`config.mk`:
```
export PLATFORM = sky130hd
export DESIGN_NAME = three_wire_spi_reg_fifo_master
export DESIGN_NICKNAME = d
export VERILOG_FILES = /design/src/rtl/core/twspi_pkg.sv /design/src/rtl/core/twspi_seq.sv /design/src/rtl/core/three_wire_spi_reg_fifo_master.sv
export SDC_FILE = /design/constraint.sdc
export NUM_CORES = 1
export LEC_CHECK = 0
export ABC_AREA = 1
export BUFFER_PORTS_ARGS = -buffer_cell sky130_fd_sc_hd__buf_2
export CORE_MARGIN = 2
export CORE_UTILIZATION = 40
export CTS_CLUSTER_SIZE = 30
export DETAILED_ROUTE_END_ITERATION = 10
export PLACE_DENSITY_LB_ADDON = 0.2
export SLEW_MARGIN = 10
export SYNTH_ARGS = -nofsm -noshare
export SYNTH_HDL_FRONTEND = slang
export SYNTH_HIERARCHICAL = 1
export SYNTH_SLANG_ARGS = --single-unit
```
`constraint.sdc`:
```
create_clock -name i_clk -period 3.6 [get_ports i_clk]
set_clock_uncertainty 0.2 [all_clocks]
set_input_delay 0.54 -clock i_clk [delete_from_list [all_inputs] [get_ports i_clk]]
set_output_delay 0.54 -clock i_clk [all_outputs]
set_load 0.05 [all_outputs]
```
`src/rtl/core/twspi_pkg.sv`:
```
`timescale 1ns / 1ps
// Package for the three-wire serial register/FIFO master.
// Holds operation codes, sequencer phase type, timing constants and the result record.
package twspi_pkg;

    // Transfer width; the shift width and bit-section unit counts below follow from it
    localparam int DATA_BITS = 8;

    // Operation codes carried by an input item
    localparam logic [2:0] OP_TICK    = 3'd0;  // also marks the idle sequencer
    localparam logic [2:0] OP_REG_WR  = 3'd1;
    localparam logic [2:0] OP_REG_RD  = 3'd2;
    localparam logic [2:0] OP_FIFO_WR = 3'd3;
    localparam logic [2:0] OP_FIFO_RD = 3'd4;

    // Unit counts of the waveform sections
    localparam int REG_LEAD_UNITS  = 2;
    localparam int FIFO_LEAD_UNITS = 3;
    localparam int REG_TAIL_UNITS  = 2;
    localparam int FIFO_TAIL_UNITS = 4;
    localparam int GAP_UNITS       = 6;
    localparam int UNIT_W          = 3;

    // Bit section: two units per bit; register access carries address then data
    localparam int SHIFT_W         = 2 * DATA_BITS;
    localparam int ADDR_UNITS      = 2 * DATA_BITS;
    localparam int FIFO_BIT_UNITS  = 2 * DATA_BITS;
    localparam int REG_BIT_UNITS   = 4 * DATA_BITS;
    localparam int BIT_W           = $clog2(REG_BIT_UNITS);

    typedef enum logic [4:0] {
        PH_IDLE = 5'b00001,
        PH_LEAD = 5'b00010,
        PH_BITS = 5'b00100,
        PH_TAIL = 5'b01000,
        PH_GAP  = 5'b10000
    } t_phase;

    // Pin levels and status for one item
    typedef struct packed {
        logic                 clock_out;
        logic                 line_out;
        logic                 line_drive;
        logic                 reg_select_n;
        logic                 fifo_select_n;
        logic                 busy_res;
        logic                 done_res;
        logic [DATA_BITS-1:0] read_byte;
        logic                 read_valid;
    } t_result;

endpackage

```
`src/rtl/core/twspi_seq.sv`:
```
`timescale 1ns / 1ps
// Transfer sequencer: state registers and single-pass next-state/pin logic per item.
// Depends on twspi_pkg.
module twspi_seq (
    input  logic                           i_clk,
    input  logic                           i_rst_n,
    input  logic                           i_take,
    input  logic [2:0]                     i_operation,
    input  logic [6:0]                     i_reg_address,
    input  logic [twspi_pkg::DATA_BITS-1:0] i_write_byte,
    input  logic                           i_line_in,
    output twspi_pkg::t_result             o_res
);
    import twspi_pkg::*;

    localparam logic [UNIT_W-1:0] REG_LEAD_LAST  = UNIT_W'(REG_LEAD_UNITS - 1);
    localparam logic [UNIT_W-1:0] FIFO_LEAD_LAST = UNIT_W'(FIFO_LEAD_UNITS - 1);
    localparam logic [UNIT_W-1:0] REG_TAIL_LAST  = UNIT_W'(REG_TAIL_UNITS - 1);
    localparam logic [UNIT_W-1:0] FIFO_TAIL_LAST = UNIT_W'(FIFO_TAIL_UNITS - 1);
    localparam logic [UNIT_W-1:0] GAP_LAST       = UNIT_W'(GAP_UNITS - 1);
    localparam logic [BIT_W-1:0]  REG_BITS_LAST  = BIT_W'(REG_BIT_UNITS - 1);
    localparam logic [BIT_W-1:0]  FIFO_BITS_LAST = BIT_W'(FIFO_BIT_UNITS - 1);
    localparam logic [BIT_W-1:0]  ADDR_END       = BIT_W'(ADDR_UNITS);

    t_phase                r_phase, n_phase, eff_phase;
    logic [2:0]            r_active_op, n_active_op, eff_op;
    logic [UNIT_W-1:0]     r_unit, n_unit, eff_unit;
    logic [BIT_W-1:0]      r_bit, n_bit, eff_bit;
    logic [SHIFT_W-1:0]    r_shift, n_shift, eff_shift;
    logic [DATA_BITS-1:0]  r_capture, n_capture, eff_capture;
    logic                  r_latch, n_latch, eff_latch;

    logic start, advance, is_reg, released, bitv, last;

    always_comb begin
        start = (r_phase == PH_IDLE) &&
                (i_operation == OP_REG_WR || i_operation == OP_REG_RD ||
                 i_operation == OP_FIFO_WR || i_operation == OP_FIFO_RD);

        // Effective state for this unit: a starting command is its own first unit
        eff_phase   = r_phase;
        eff_op      = r_active_op;
        eff_unit    = r_unit;
        eff_bit     = r_bit;
        eff_shift   = r_shift;
        eff_capture = r_capture;
        eff_latch   = r_latch;
        if (start) begin
            eff_phase   = PH_LEAD;
            eff_op      = i_operation;
            eff_unit    = '0;
            eff_bit     = '0;
            eff_capture = '1;
            case (i_operation)
                OP_REG_WR:  eff_shift = {1'b0, i_reg_address, i_write_byte};
                OP_REG_RD:  eff_shift = {1'b1, i_reg_address, {DATA_BITS{1'b0}}};
                OP_FIFO_WR: eff_shift = {i_write_byte, {DATA_BITS{1'b0}}};
                default:    eff_shift = '0;
            endcase
            if (i_operation == OP_REG_WR || i_operation == OP_REG_RD) begin
                eff_latch = 1'b1;
            end
        end

        advance  = start || (r_phase != PH_IDLE && i_operation == OP_TICK);
        is_reg   = (eff_op == OP_REG_WR) || (eff_op == OP_REG_RD);
        released = (eff_phase == PH_BITS) &&
                   ((eff_op == OP_FIFO_RD) || (eff_op == OP_REG_RD && eff_bit >= ADDR_END));
        bitv     = eff_shift[SHIFT_W-1];

        // Step the sequencer
        n_phase     = eff_phase;
        n_active_op = eff_op;
        n_unit      = eff_unit;
        n_bit       = eff_bit;
        n_shift     = eff_shift;
        n_capture   = eff_capture;
        n_latch     = eff_latch;
        last        = 1'b0;
        unique case (eff_phase)
            PH_IDLE: begin
            end
            PH_LEAD: begin
                if (eff_unit != (is_reg ? REG_LEAD_LAST : FIFO_LEAD_LAST)) begin
                    n_unit = eff_unit + 1'b1;
                end else begin
                    n_phase = PH_BITS;
                    n_bit   = '0;
                end
            end
            PH_BITS: begin
                if (released) begin
                    if (eff_bit[0]) begin
                        n_capture = {eff_capture[DATA_BITS-2:0], i_line_in};
                    end
                end else begin
                    n_latch = bitv;
                end
                if (eff_bit[0]) begin
                    n_shift = {eff_shift[SHIFT_W-2:0], 1'b0};
                end
                if (eff_bit != (is_reg ? REG_BITS_LAST : FIFO_BITS_LAST)) begin
                    n_bit = eff_bit + 1'b1;
                end else begin
                    n_phase = PH_TAIL;
                    n_unit  = '0;
                    n_bit   = '0;
                end
            end
            PH_TAIL: begin
                if (eff_unit != (is_reg ? REG_TAIL_LAST : FIFO_TAIL_LAST)) begin
                    n_unit = eff_unit + 1'b1;
                end else if (is_reg) begin
                    last = 1'b1;
                end else begin
                    n_phase = PH_GAP;
                    n_unit  = '0;
                end
            end
            PH_GAP: begin
                if (eff_unit != GAP_LAST) begin
                    n_unit = eff_unit + 1'b1;
                end else begin
                    last = 1'b1;
                end
            end
            default: begin
            end
        endcase
        if (last) begin
            if (is_reg) begin
                n_latch = 1'b1;
            end
            n_active_op = OP_TICK;
            n_phase     = PH_IDLE;
            n_unit      = '0;
            n_bit       = '0;
        end
        if (!advance) begin
            last        = 1'b0;
            n_phase     = r_phase;
            n_active_op = r_active_op;
            n_unit      = r_unit;
            n_bit       = r_bit;
            n_shift     = r_shift;
            n_capture   = r_capture;
            n_latch     = r_latch;
        end

        // Pin levels for this unit
        if (eff_phase == PH_IDLE) begin
            o_res.clock_out     = 1'b0;
            o_res.line_out      = 1'b1;
            o_res.line_drive    = 1'b1;
            o_res.reg_select_n  = 1'b1;
            o_res.fifo_select_n = 1'b1;
            o_res.busy_res      = 1'b0;
        end else begin
            o_res.clock_out     = (eff_phase == PH_BITS) && eff_bit[0];
            o_res.line_drive    = !released;
            o_res.line_out      = released ? 1'b0 :
                                  (eff_phase == PH_BITS) ? bitv : eff_latch;
            o_res.reg_select_n  = !is_reg;
            o_res.fifo_select_n = is_reg || (eff_phase == PH_GAP);
            o_res.busy_res      = 1'b1;
        end
        o_res.done_res   = last;
        o_res.read_valid = last && (eff_op == OP_REG_RD || eff_op == OP_FIFO_RD);
        o_res.read_byte  = o_res.read_valid ? eff_capture : '0;
    end

    always_ff @(posedge i_clk) begin
        if (!i_rst_n) begin
            r_phase     <= PH_IDLE;
            r_active_op <= OP_TICK;
            r_unit      <= '0;
            r_bit       <= '0;
            r_shift     <= '0;
            r_capture   <= '1;
            r_latch     <= 1'b1;
        end else if (i_take) begin
            r_phase     <= n_phase;
            r_active_op <= n_active_op;
            r_unit      <= n_unit;
            r_bit       <= n_bit;
            r_shift     <= n_shift;
            r_capture   <= n_capture;
            r_latch     <= n_latch;
        end
    end

    a_idle_matches_op: assert property (@(posedge i_clk) disable iff (!i_rst_n)
        (r_phase == PH_IDLE) == (r_active_op == OP_TICK))
        else $error("sequencer phase and active operation disagree");

    a_done_returns_idle: assert property (@(posedge i_clk) disable iff (!i_rst_n)
        (i_take && o_res.done_res) |=> (r_phase == PH_IDLE))
        else $error("transfer finished but sequencer not idle");

    a_busy_stall_holds: assert property (@(posedge i_clk) disable iff (!i_rst_n)
        (i_take && r_phase != PH_IDLE && i_operation != OP_TICK) |=>
        ($stable(r_phase) && $stable(r_bit) && $stable(r_unit)))
        else $error("command while busy advanced the transfer");

endmodule

```
`src/rtl/core/three_wire_spi_reg_fifo_master.sv`:
```
`timescale 1ns / 1ps
// Each result is registered into the result queue when its item is accepted.
// Throughput: one item per cycle while o_in_stall is low; the sequencer is clocked only on accepted items.
// A two-entry result queue decouples the sides, so input stall rises only when both are full.
// Reset (synchronous, active low): sequencer idle, line latch high, capture byte all ones,
// result queue empty. Depends on twspi_pkg and twspi_seq.
module three_wire_spi_reg_fifo_master (
    input  logic                            i_clk,
    input  logic                            i_rst_n,
    // input channel
    input  logic                            i_in_valid,
    output logic                            o_in_stall,
    input  logic [2:0]                      i_operation,
    input  logic [6:0]                      i_reg_address,
    input  logic [twspi_pkg::DATA_BITS-1:0] i_write_byte,
    input  logic                            i_line_in,
    // result channel
    output logic                            o_out_valid,
    input  logic                            i_out_stall,
    output logic                            o_clock_out,
    output logic                            o_line_out,
    output logic                            o_line_drive,
    output logic                            o_reg_select_n,
    output logic                            o_fifo_select_n,
    output logic                            o_busy_res,
    output logic                            o_done_res,
    output logic [twspi_pkg::DATA_BITS-1:0] o_read_byte,
    output logic                            o_read_valid
);
    import twspi_pkg::*;

    t_result    seq_res;
    t_result    r_buf [2];
    t_result    head;
    logic       r_wr_ptr, r_rd_ptr;
    logic [1:0] r_count;
    logic       acc_in, acc_out;

    // Stall only when both queue slots hold results not yet taken
    assign o_in_stall  = (r_count == 2'd2);
    assign o_out_valid = (r_count != 2'd0);
    assign acc_in      = i_in_valid && !o_in_stall;
    assign acc_out     = o_out_valid && !i_out_stall;

    // Sequencer is clocked only on accepted items; a tick steps a busy transfer, a command starts one from idle
    twspi_seq u_seq (
        .i_clk         (i_clk),
        .i_rst_n       (i_rst_n),
        .i_take        (acc_in),
        .i_operation   (i_operation),
        .i_reg_address (i_reg_address),
        .i_write_byte  (i_write_byte),
        .i_line_in     (i_line_in),
        .o_res         (seq_res)
    );

    // Result queue storage: write at the tail on accept
    always_ff @(posedge i_clk) begin
        if (acc_in) begin
            r_buf[r_wr_ptr] <= seq_res;
        end
    end

    // Queue pointers and fill count
    always_ff @(posedge i_clk) begin
        if (!i_rst_n) begin
            r_wr_ptr <= 1'b0;
            r_rd_ptr <= 1'b0;
            r_count  <= 2'd0;
        end else begin
            if (acc_in) begin
                r_wr_ptr <= !r_wr_ptr;
            end
            if (acc_out) begin
                r_rd_ptr <= !r_rd_ptr;
            end
            case ({acc_in, acc_out})
                2'b10:   r_count <= r_count + 2'd1;
                2'b01:   r_count <= r_count - 2'd1;
                default: r_count <= r_count;
            endcase
        end
    end

    // Present the oldest result
    assign head            = r_buf[r_rd_ptr];
    assign o_clock_out     = head.clock_out;
    assign o_line_out      = head.line_out;
    assign o_line_drive    = head.line_drive;
    assign o_reg_select_n  = head.reg_select_n;
    assign o_fifo_select_n = head.fifo_select_n;
    assign o_busy_res      = head.busy_res;
    assign o_done_res      = head.done_res;
    assign o_read_byte     = head.read_byte;
    assign o_read_valid    = head.read_valid;

    a_count_bound: assert property (@(posedge i_clk) disable iff (!i_rst_n)
        r_count != 2'd3)
        else $error("result queue overfilled");

    a_count_up: assert property (@(posedge i_clk) disable iff (!i_rst_n)
        (acc_in && !acc_out) |=> (r_count == $past(r_count) + 2'd1))
        else $error("queue count missed an accepted item");

    a_ptr_count: assert property (@(posedge i_clk) disable iff (!i_rst_n)
        (r_count == 2'd0 || r_count == 2'd2) |-> (r_wr_ptr == r_rd_ptr))
        else $error("queue pointers disagree with fill count");

endmodule
```
== Yosys cells after proc, flatten, opt, wreduce, memory -nomap -nowiden ==
Memories as Yosys holds them, arrays and structs flattened. A register that Yosys moved wholly into a read port is not among the register bits.
Cells that the tools add are included.

* $add $sub $neg: 4
* Order comparisons: 1
* Equal/unequal tests: 21
* Reductions and logical operators: 26
* Mux-type cells: 53

{| class="wikitable"
|+ Operators with widths
! cell !! number
|-
| $mux W5 || 11
|-
| $mux W16 || 3
|-
| $pmux W16 S3 || 1
|-
| $mux W8 || 5
|-
| $mux W3 || 9
|-
| $mux W1 || 16
|-
| $pmux W5 S3 || 1
|-
| $pmux W3 S4 || 1
|-
| $eq A5 B1 Y1 const B || 2
|-
| $pmux W5 S2 || 1
|-
| $eq A3 B2 Y1 const B || 3
|-
| $logic_and A1 B1 Y1 || 8
|-
| $logic_or A1 B1 Y1 || 8
|-
| $eq A3 B1 Y1 const B || 2
|-
| $eq A3 B3 Y1 const B || 2
|-
| $logic_not A1 Y1 || 6
|-
| $mux W6 || 1
|-
| $ne A3 B3 Y1 || 2
|-
| $add A5 B1 Y5 const B || 1
|-
| $eq A5 B2 Y1 const B || 1
|-
| $eq A5 B3 Y1 const B || 1
|-
| $eq A5 B4 Y1 const B || 1
|-
| $eq A5 B5 Y1 const B || 1
|-
| $ge A5 B5 Y1 const B || 1
|-
| 14 further kinds || 17
|}

* Logic and storage cells: 116
* RAM bits: 32
* Input port bits: 23
* Output and inout bits: 18
* Register bits: 45
* Memories: 1

{| class="wikitable"
|+ Memories
! memory !! depth !! width !! read ports !! clocked after memory_dff !! write ports !! RTL line !! text
|-
| r_buf || 2 || 16 || 1 || 1 || 1 || three_wire_spi_reg_fifo_master.sv:33 || <nowiki>t_result r_buf [2];</nowiki>
|}

== Logic depth before layout (Yosys ltp) ==
Gate-level depths: netlist of the first run.

* Depth in word-level cells: 15
* Depth in mapped cells: 18

== Modules after synthesis ==
Netlist of the first run, hierarchy kept.

{| class="wikitable"
|+ By module, submodules not included
! module !! cells an instance !! instances !! area each (sq um) !! sequential area each (sq um)
|-
| twspi_seq || 481 || 1 || 3129.3 || 820.8
|-
| three_wire_spi_reg_fifo_master || 88 || 1 || 1468.9 || 1061.0
|}

== Least setup slack after synthesis of the first run ==
Ideal clock, no wire load.

* Path type: input port to flip-flop
* From: input port i_operation[0]
* To: memory r_buf[0][1] (netlist bit) (data pin)
* Cell stages on the path: 17
* Data arrival time: 2.415 ns
* Path slack: 0.844 ns
* Buffers on the path: 0
* Library setup time: 0.141 ns
* Cells stage by stage: nor2_1 nand2_1 nand2_2 nand2_4 nand2_2 nand2_2 nand3_4 nand2_4 ha_1 nand3_2 nor2_2 inv_2 o21ai_4 inv_4 nor2_8 nand2_4 nor2_2

{| class="wikitable"
|+ RTL lines
! element !! RTL line !! text
|-
| start, declared || three_wire_spi_reg_fifo_master.sv:13 || <nowiki>input logic [2:0] i_operation,</nowiki>
|-
| end, declared || three_wire_spi_reg_fifo_master.sv:33 ||
|}

==> flow_metrics.env, run 1 <==
export IMPL_synthTopCellsByArea="edfxtp_1, dfxtp_1, nand2_1"
export IMPL_worst_r2r_cell_count=17
export IMPL_postCtsSetupRepairBufs=0
export IMPL_met2_length_um=4320
export IMPL_path_class="flip-flop to flip-flop"
export IMPL_hp_start="u_seq/r_bit[3]$_SDFFE_PN0P_"
export IMPL_crit_required_ps=3590
export IMPL_hold_class="flip-flop to flip-flop"
export IMPL_nets=638
export IMPL_synthCells=569
export IMPL_powerDensity_nw_per_um2=566
export IMPL_drv_slew=0
export IMPL_drive_above_1_share_pct=24.8
export IMPL_r2r_start="u_seq/r_phase[4]$_SDFFE_PN0P_"
export IMPL_top_layer_used="met4"
export IMPL_fmaxAchievable_mhz=322
export IMPL_placement_rows=39
export IMPL_slowest_delay_ps=390
export IMPL_clkSlewWorstSetupHoldPaths_ps=60
export IMPL_drc=0
export IMPL_final_setup_viol_count=0
export IMPL_crit_path_start_kind="flip-flop"
export IMPL_routedWlPerCell_um=13.3
export IMPL_yosysTopAreaCell="edfxtp_1"
export IMPL_wirelength_um=10100
export IMPL_crit_top_cell="nand2_4"
export IMPL_r2r_end="r_buf[1][4]$_DFFE_PP_"
export IMPL_wl_met3_um=491
export IMPL_die_y_um=111
export IMPL_cts_made_buffers=9
export IMPL_avgSynthCellArea_um2=8.08
export IMPL_cts_sinks=78
export IMPL_path_cells="nor2_4 > nand2_4 > nor2_8 > nand2_4 > nand2_2 > nand2_2 > nand3_4 > nand2_4 > ha_1 > nand3_2 > nor2_2 > inv_2 > o21ai_4 > inv_4 > nor2_8 > nand2_4 > nor2_2"
export IMPL_start_util_pct=40.6
export IMPL_die_area_um2=12400
export IMPL_drt_first_pass_iters=5
export IMPL_layout_min_cycle_time_ps=3110
export IMPL_n_fill_cell=1139
export IMPL_tns_ps=0
export IMPL_async_flop_share_pct=0
export IMPL_status="completed"
export IMPL_grt_pass1_vias=3509
export IMPL_final_hold_viol_count=0
export IMPL_track_usage_pct=16.7
export IMPL_whs_endpoint="u_seq/r_bit[3]$_SDFFE_PN0P_"
export IMPL_ant_nets=0
export IMPL_die_x_um=111
export IMPL_fin_ws_ps=493
export IMPL_synth_ff_type="dfxtp_1"
export IMPL_fin_area_um2=5180
export IMPL_areaGrowthSynthToFinish_pct=12.7
export IMPL_ctsLongestPathBuffers=2
export IMPL_rsz0062_at_grt="false"
export IMPL_synth_edf_count=32
export IMPL_htree_levels=3
export IMPL_leakagePower_nw=2.23
export IMPL_vdd_drop_max_mv=0.280
export IMPL_vias=3826
export IMPL_synth_warnings=6
export IMPL_cts_root_buffer="clkbuf_16"
export IMPL_port_buffer_count=40
export IMPL_ys_ff_latch=78
export IMPL_cts_resized=0
export IMPL_place_area_um2=4910
export IMPL_syn_cell_area_um2=4600
export IMPL_yosysSeqAreaShare_pct=40.9
export IMPL_r2r_setup_slack_ps=490
export IMPL_gp_congestion=0.854
export IMPL_n_antenna_cell=0
export IMPL_io_pins=41
export IMPL_synth_top_cell_area_share_pct=20.9
export IMPL_endpoint_kind="flip-flop"
export IMPL_final_min_period_over_clock_period_pct=86.3
export IMPL_grt_pass1_wl_um=16900
export IMPL_critPathSlowestCell="dfxtp_1"
export IMPL_clk_latency_ps=330
export IMPL_core_um2=11300
export IMPL_drv_cap=0
export IMPL_grt_overflow=0
export IMPL_synth_cell_type_count=48
export IMPL_max_slew_margin_pct=40.7
export IMPL_tightest_slew_ps=889
export IMPL_viasPerCell=5.05
export IMPL_min_path_cells=2
export IMPL_wirelength_met1_um=5070
export IMPL_place_ws_ps=269
export IMPL_cts_tree="built"
export IMPL_ctsHoldBuffers=0
export IMPL_antenna_found_initial=0
export IMPL_dpl_hpwl_um=7190
export IMPL_drtIter0Drc=248
export IMPL_cp_arrival_ps=3100
export IMPL_crit_fanout=26
export IMPL_syn_num_nets=598
export IMPL_grt_max_degree=28
worst max path at each step:
stage	from	end	cells past startpoint
4_1_cts	u_seq/r_phase[0]$_SDFFE_PN1P_	r_buf[0][5]$_DFFE_PP_	16
3_5_place_dp	i_operation[0]	r_buf[1][5]$_DFFE_PP_	18
6_report	u_seq/r_phase[4]$_SDFFE_PN0P_	r_buf[1][4]$_DFFE_PP_	17
2_1_floorplan	i_operation[0]	r_buf[0][1]$_DFFE_PP_	17
3_3_place_gp	i_operation[0]	r_buf[0][6]$_DFFE_PP_	18
5_1_grt	u_seq/r_phase[0]$_SDFFE_PN1P_	u_seq/r_bit[2]$_SDFFE_PN0P_	16
per-stage QoR:
step	utilization (%)	std cells	total power, mW	hold slack, ps
final	45.8	757	2.93	269
after global routing	45.8	757	3.09	298
after CTS	45.8	757	2.96	267
after detailed placement	43.4	741	2.12	258
after global placement	43.4	741	2.10	251
after floorplan	-	569	1.91	241
cells in the final DEF (no fill, tap or decap), types with 6 or more instances in the layout:
cell,n
a21oi_1,38
buf_2,40
clkbuf_16,9
dfxtp_1,46
edfxtp_1,32
ha_1,6
inv_1,68
inv_2,16
mux2_2,6
mux2_4,10
nand2_1,129
nand2_2,10
nand3_1,24
nor2_1,38
nor2_2,13
o211ai_1,8
o21ai_0,33
o21ai_1,12
where the power goes:
group	internal (mW)	total, mW	switching [mW]
sequential	1.01	1.07	0.0565
clock	0.472	0.838	0.366
combinational	0.290	1.02	0.733
cells by family after synthesis:
logic type | synth area share, %
xor+xnor | 0.381
simple gates | 27.2
compound gates | 15.2
flops | 40.9
fa+ha+maj | 1.63
buf+inv | 9.88
mux | 4.73
sequential cells by signal, indices dropped and copies added, names as in the netlist, named ones only:
register / flops
r_buf: 32
r_count: 2
r_rd_ptr: 1
r_wr_ptr: 1
u_seq/r_active_op: 3
u_seq/r_bit: 5
u_seq/r_capture: 8
u_seq/r_latch: 1
u_seq/r_phase: 5
u_seq/r_shift: 16
u_seq/r_unit: 3
cell usage after synthesis (2+ instances only):
cell and number:
ha_1 6, edfxtp_1 32, nand2_2 10, nor2_1 38
inv_4 4, inv_2 16, a21oi_2 3, dfxtp_1 46
clkinv_1 2, xor2_1 2, a21oi_1 38, nor2_2 13
nand4_1 2, nand2_1 129, buf_4 2, o211ai_1 8
mux2_4 10, o21ai_0 33, buf_6 2, nand3_2 3
o221ai_1 5, nand2_4 5, clkbuf_1 5, nor2_4 5
o21ai_1 12, buf_2 6, o21ai_2 4, nand3_1 24
inv_1 68, mux2_2 6, o31ai_1 4, nor2_8 5
nor3_1 2, a22oi_1 3, nor3_2 3
critical path, delay by kind of cell (launching register included):
kind            cells  cell delay, ps
compound gates      1             210
fa+ha+maj           1             360
buf+inv             2             160
flops               1             390
simple gates       13            1640
cell type report:
cell class	instances	area [µm²]	area share (%)
sequential	78	1880	36.3
inverter	90	348	6.71
tap	143	179	3.45
clock buffer	10	229	4.42
multi-input combinational	385	2260	43.7
timing repair buffer	45	238	4.59
clock inverter	6	43.8	0.845
metal layers:
metal	global-route usage, %	vias to the layer above
li1	-	1951
met5	0	-
met3	3.06	16
met1	24.1	1767
met2	24.7	92
met4	6.58	0
(Power assumes the default switching activity.)
==> inputs of run 2 (changes only) <==
clock period = 2.82 ns   (was 3.6 ns; I/O delays follow)
==> flow_metrics.env, run 2 (synthesis gave the netlist of run 1 again) <==
export IMPL_drive_above_1_share_pct=30.3
export IMPL_viasPerCell=5.05
export IMPL_place_area_um2=5090
export IMPL_met2_length_um=4900
export IMPL_crit_required_ps=2810
export IMPL_dpl_hpwl_um=7650
export IMPL_n_fill_cell=1099
export IMPL_crit_top_cell="nand2_4"
export IMPL_vdd_drop_max_mv=0.444
export IMPL_grt_pass1_vias=3468
export IMPL_areaGrowthSynthToFinish_pct=20.7
export IMPL_placed_cells=765
export IMPL_final_setup_viol_count=0
export IMPL_grt_overflow=0
export IMPL_worst_r2r_cell_count=17
export IMPL_track_usage_pct=16.5
export IMPL_cts_sinks=78
export IMPL_placement_rows=39
export IMPL_largest_reg_flops=32
export IMPL_drt_first_pass_iters=5
export IMPL_final_min_period_over_clock_period_pct=96.3
export IMPL_wirelength_um=10400
export IMPL_tns_ps=0
export IMPL_fmaxAchievable_mhz=368
export IMPL_io_pins=41
export IMPL_r2r_end="r_buf[0][7]$_DFFE_PP_"
export IMPL_utilization_pct=49.0
export IMPL_clk_latency_ps=330
export IMPL_start_util_pct=40.6
export IMPL_hp_start="i_line_in"
export IMPL_wirelength_met1_um=4890
export IMPL_drtIter0Drc=228
export IMPL_clkSlewWorstSetupHoldPaths_ps=60
export IMPL_slowest_delay_ps=340
export IMPL_nets=667
export IMPL_cts_made_buffers=9
export IMPL_die_y_um=111
export IMPL_crit_path_start_kind="flip-flop"
export IMPL_final_instance_count_excl_fill=786
export IMPL_ant_nets=0
export IMPL_path_class="flip-flop to flip-flop"
export IMPL_vias=3971
export IMPL_core_um2=11300
export IMPL_routedWlPerCell_um=13.2
export IMPL_hold_class="input port to flip-flop"
export IMPL_ctsLongestPathBuffers=2
export IMPL_reg_top3="r_buf: 32 flops, u_seq/r_shift: 16 flops, u_seq/r_capture: 8 flops"
export IMPL_powerDensity_nw_per_um2=725
export IMPL_leakagePower_nw=2.38
export IMPL_drc=0
export IMPL_layout_min_cycle_time_ps=2720
export IMPL_drv_slew=0
export IMPL_gp_congestion=0.863
export IMPL_antenna_found_initial=0
export IMPL_endpoint="r_buf[0][7]$_DFFE_PP_"
export IMPL_final_seq_area_um2=1880
export IMPL_cp_startpoint="u_seq/r_phase[4]$_SDFFE_PN0P_"
export IMPL_endpoint_kind="flip-flop"
export IMPL_final_hold_viol_count=0
export IMPL_r2r_setup_slack_ps=100
export IMPL_n_antenna_cell=0
export IMPL_port_buffer_count=40
export IMPL_drv_cap=0
export IMPL_cts_tree="built"
export IMPL_die_area_um2=12400
export IMPL_top_layer_used="met4"
export IMPL_final_common_cell="nand2_1"
export IMPL_grt_pass1_wl_um=16700
export IMPL_r2r_start="u_seq/r_phase[4]$_SDFFE_PN0P_"
export IMPL_multiInputGateArea_um2=2380
export IMPL_tightest_slew_ps=665
export IMPL_holdWs_ps=208
export IMPL_ctsHoldBuffers=0
export IMPL_max_slew_margin_pct=55.6
export IMPL_fin_area_um2=5550
export IMPL_path_cells="nor2_4 > nand2_4 > nor2_8 > nand2_8 > nand2_4 > nand2_4 > nand3_4 > nand2_4 > ha_4 > nand3_2 > nor2_4 > inv_2 > o21ai_4 > inv_4 > nor2_8 > nand2_8 > nor2_2"
export IMPL_grt_max_degree=28
export IMPL_regMostFlops="r_buf"
export IMPL_cts_root_buffer="clkbuf_16"
export IMPL_htree_levels=3
export IMPL_layout_common_cells="nand2_1, inv_1, dfxtp_1"
export IMPL_wl_met3_um=502
export IMPL_die_x_um=111
export IMPL_status="completed"
export IMPL_critPathSlowestCell="dfxtp_2"
export IMPL_cp_arrival_ps=2700
export IMPL_crit_fanout=9
[run 2: cell types whose count changed in the layout (fill, tap and decap cells not counted), sizes merged]
cell	delta
inv	+1
clkinvlp	+1
bufinv	+1
clkbuf	-1
buf	+29
clkinv	-2
[run 2: final cells by class]
cell class	instances	area share, %
Inverter	90	6.31
Clock buffer	9	4.06
Timing Repair Buffer	74	8.20
Clock inverter	7	1.44
Sequential cell	78	33.9
Multi-Input combinational cell	385	42.8
Tap cell	143	3.22
[run 2: critical path, delay by kind of cell, from the launching register on]
kind                       cells  cell delay [ps]
adders and majority gates      1              270
AOI/OAI and AO/OA              1              170
DFF                            1              340
buffers and inverters          2              140
and+or+nand+nor               13             1440
[run 2: power by group]
group	switching, mW	internal [mW]
clock	0.476	0.699
sequential	0.0479	1.29
combinational	1.03	0.485
[run 2: metrics by stage]
stage          total power, mW  setup WS (ps)
2_1_floorplan             2.44            181
3_3_place_gp              2.75           8.32
3_5_place_dp              2.77          -81.8
4_1_cts                   3.96           39.3
5_1_grt                   4.25          -26.7
6_report                  4.03            105
[run 2: what timing repair did]
item / 4_1_cts / 5_1_grt
gates resized for setup: 0 / 25
endpoints found under the setup margin: 0 / 33
buffers inserted: 0 / 5
[run 2: layer usage]
layer  global-route usage (%)  vias up
met2                     26.7      101
met3                     3.55        2
li1                         -     2018
met4                     4.28        0
met1                     22.5     1850
met5                        0        -
[run 2: worst min path at each step]
stage / slack [ps] / end / cells after the start
final: 210 / u_seq/r_capture[0]$_SDFFE_PN1P_ / 3
after global routing: 190 / u_seq/r_capture[0]$_SDFFE_PN1P_ / 3
after CTS: 170 / u_seq/r_capture[0]$_SDFFE_PN1P_ / 3
after detailed placement: 250 / u_seq/r_capture[7]$_SDFFE_PN1P_ / 2
after global placement: 250 / u_seq/r_capture[7]$_SDFFE_PN1P_ / 2
after floorplan: 240 / u_seq/r_capture[7]$_SDFFE_PN1P_ / 2
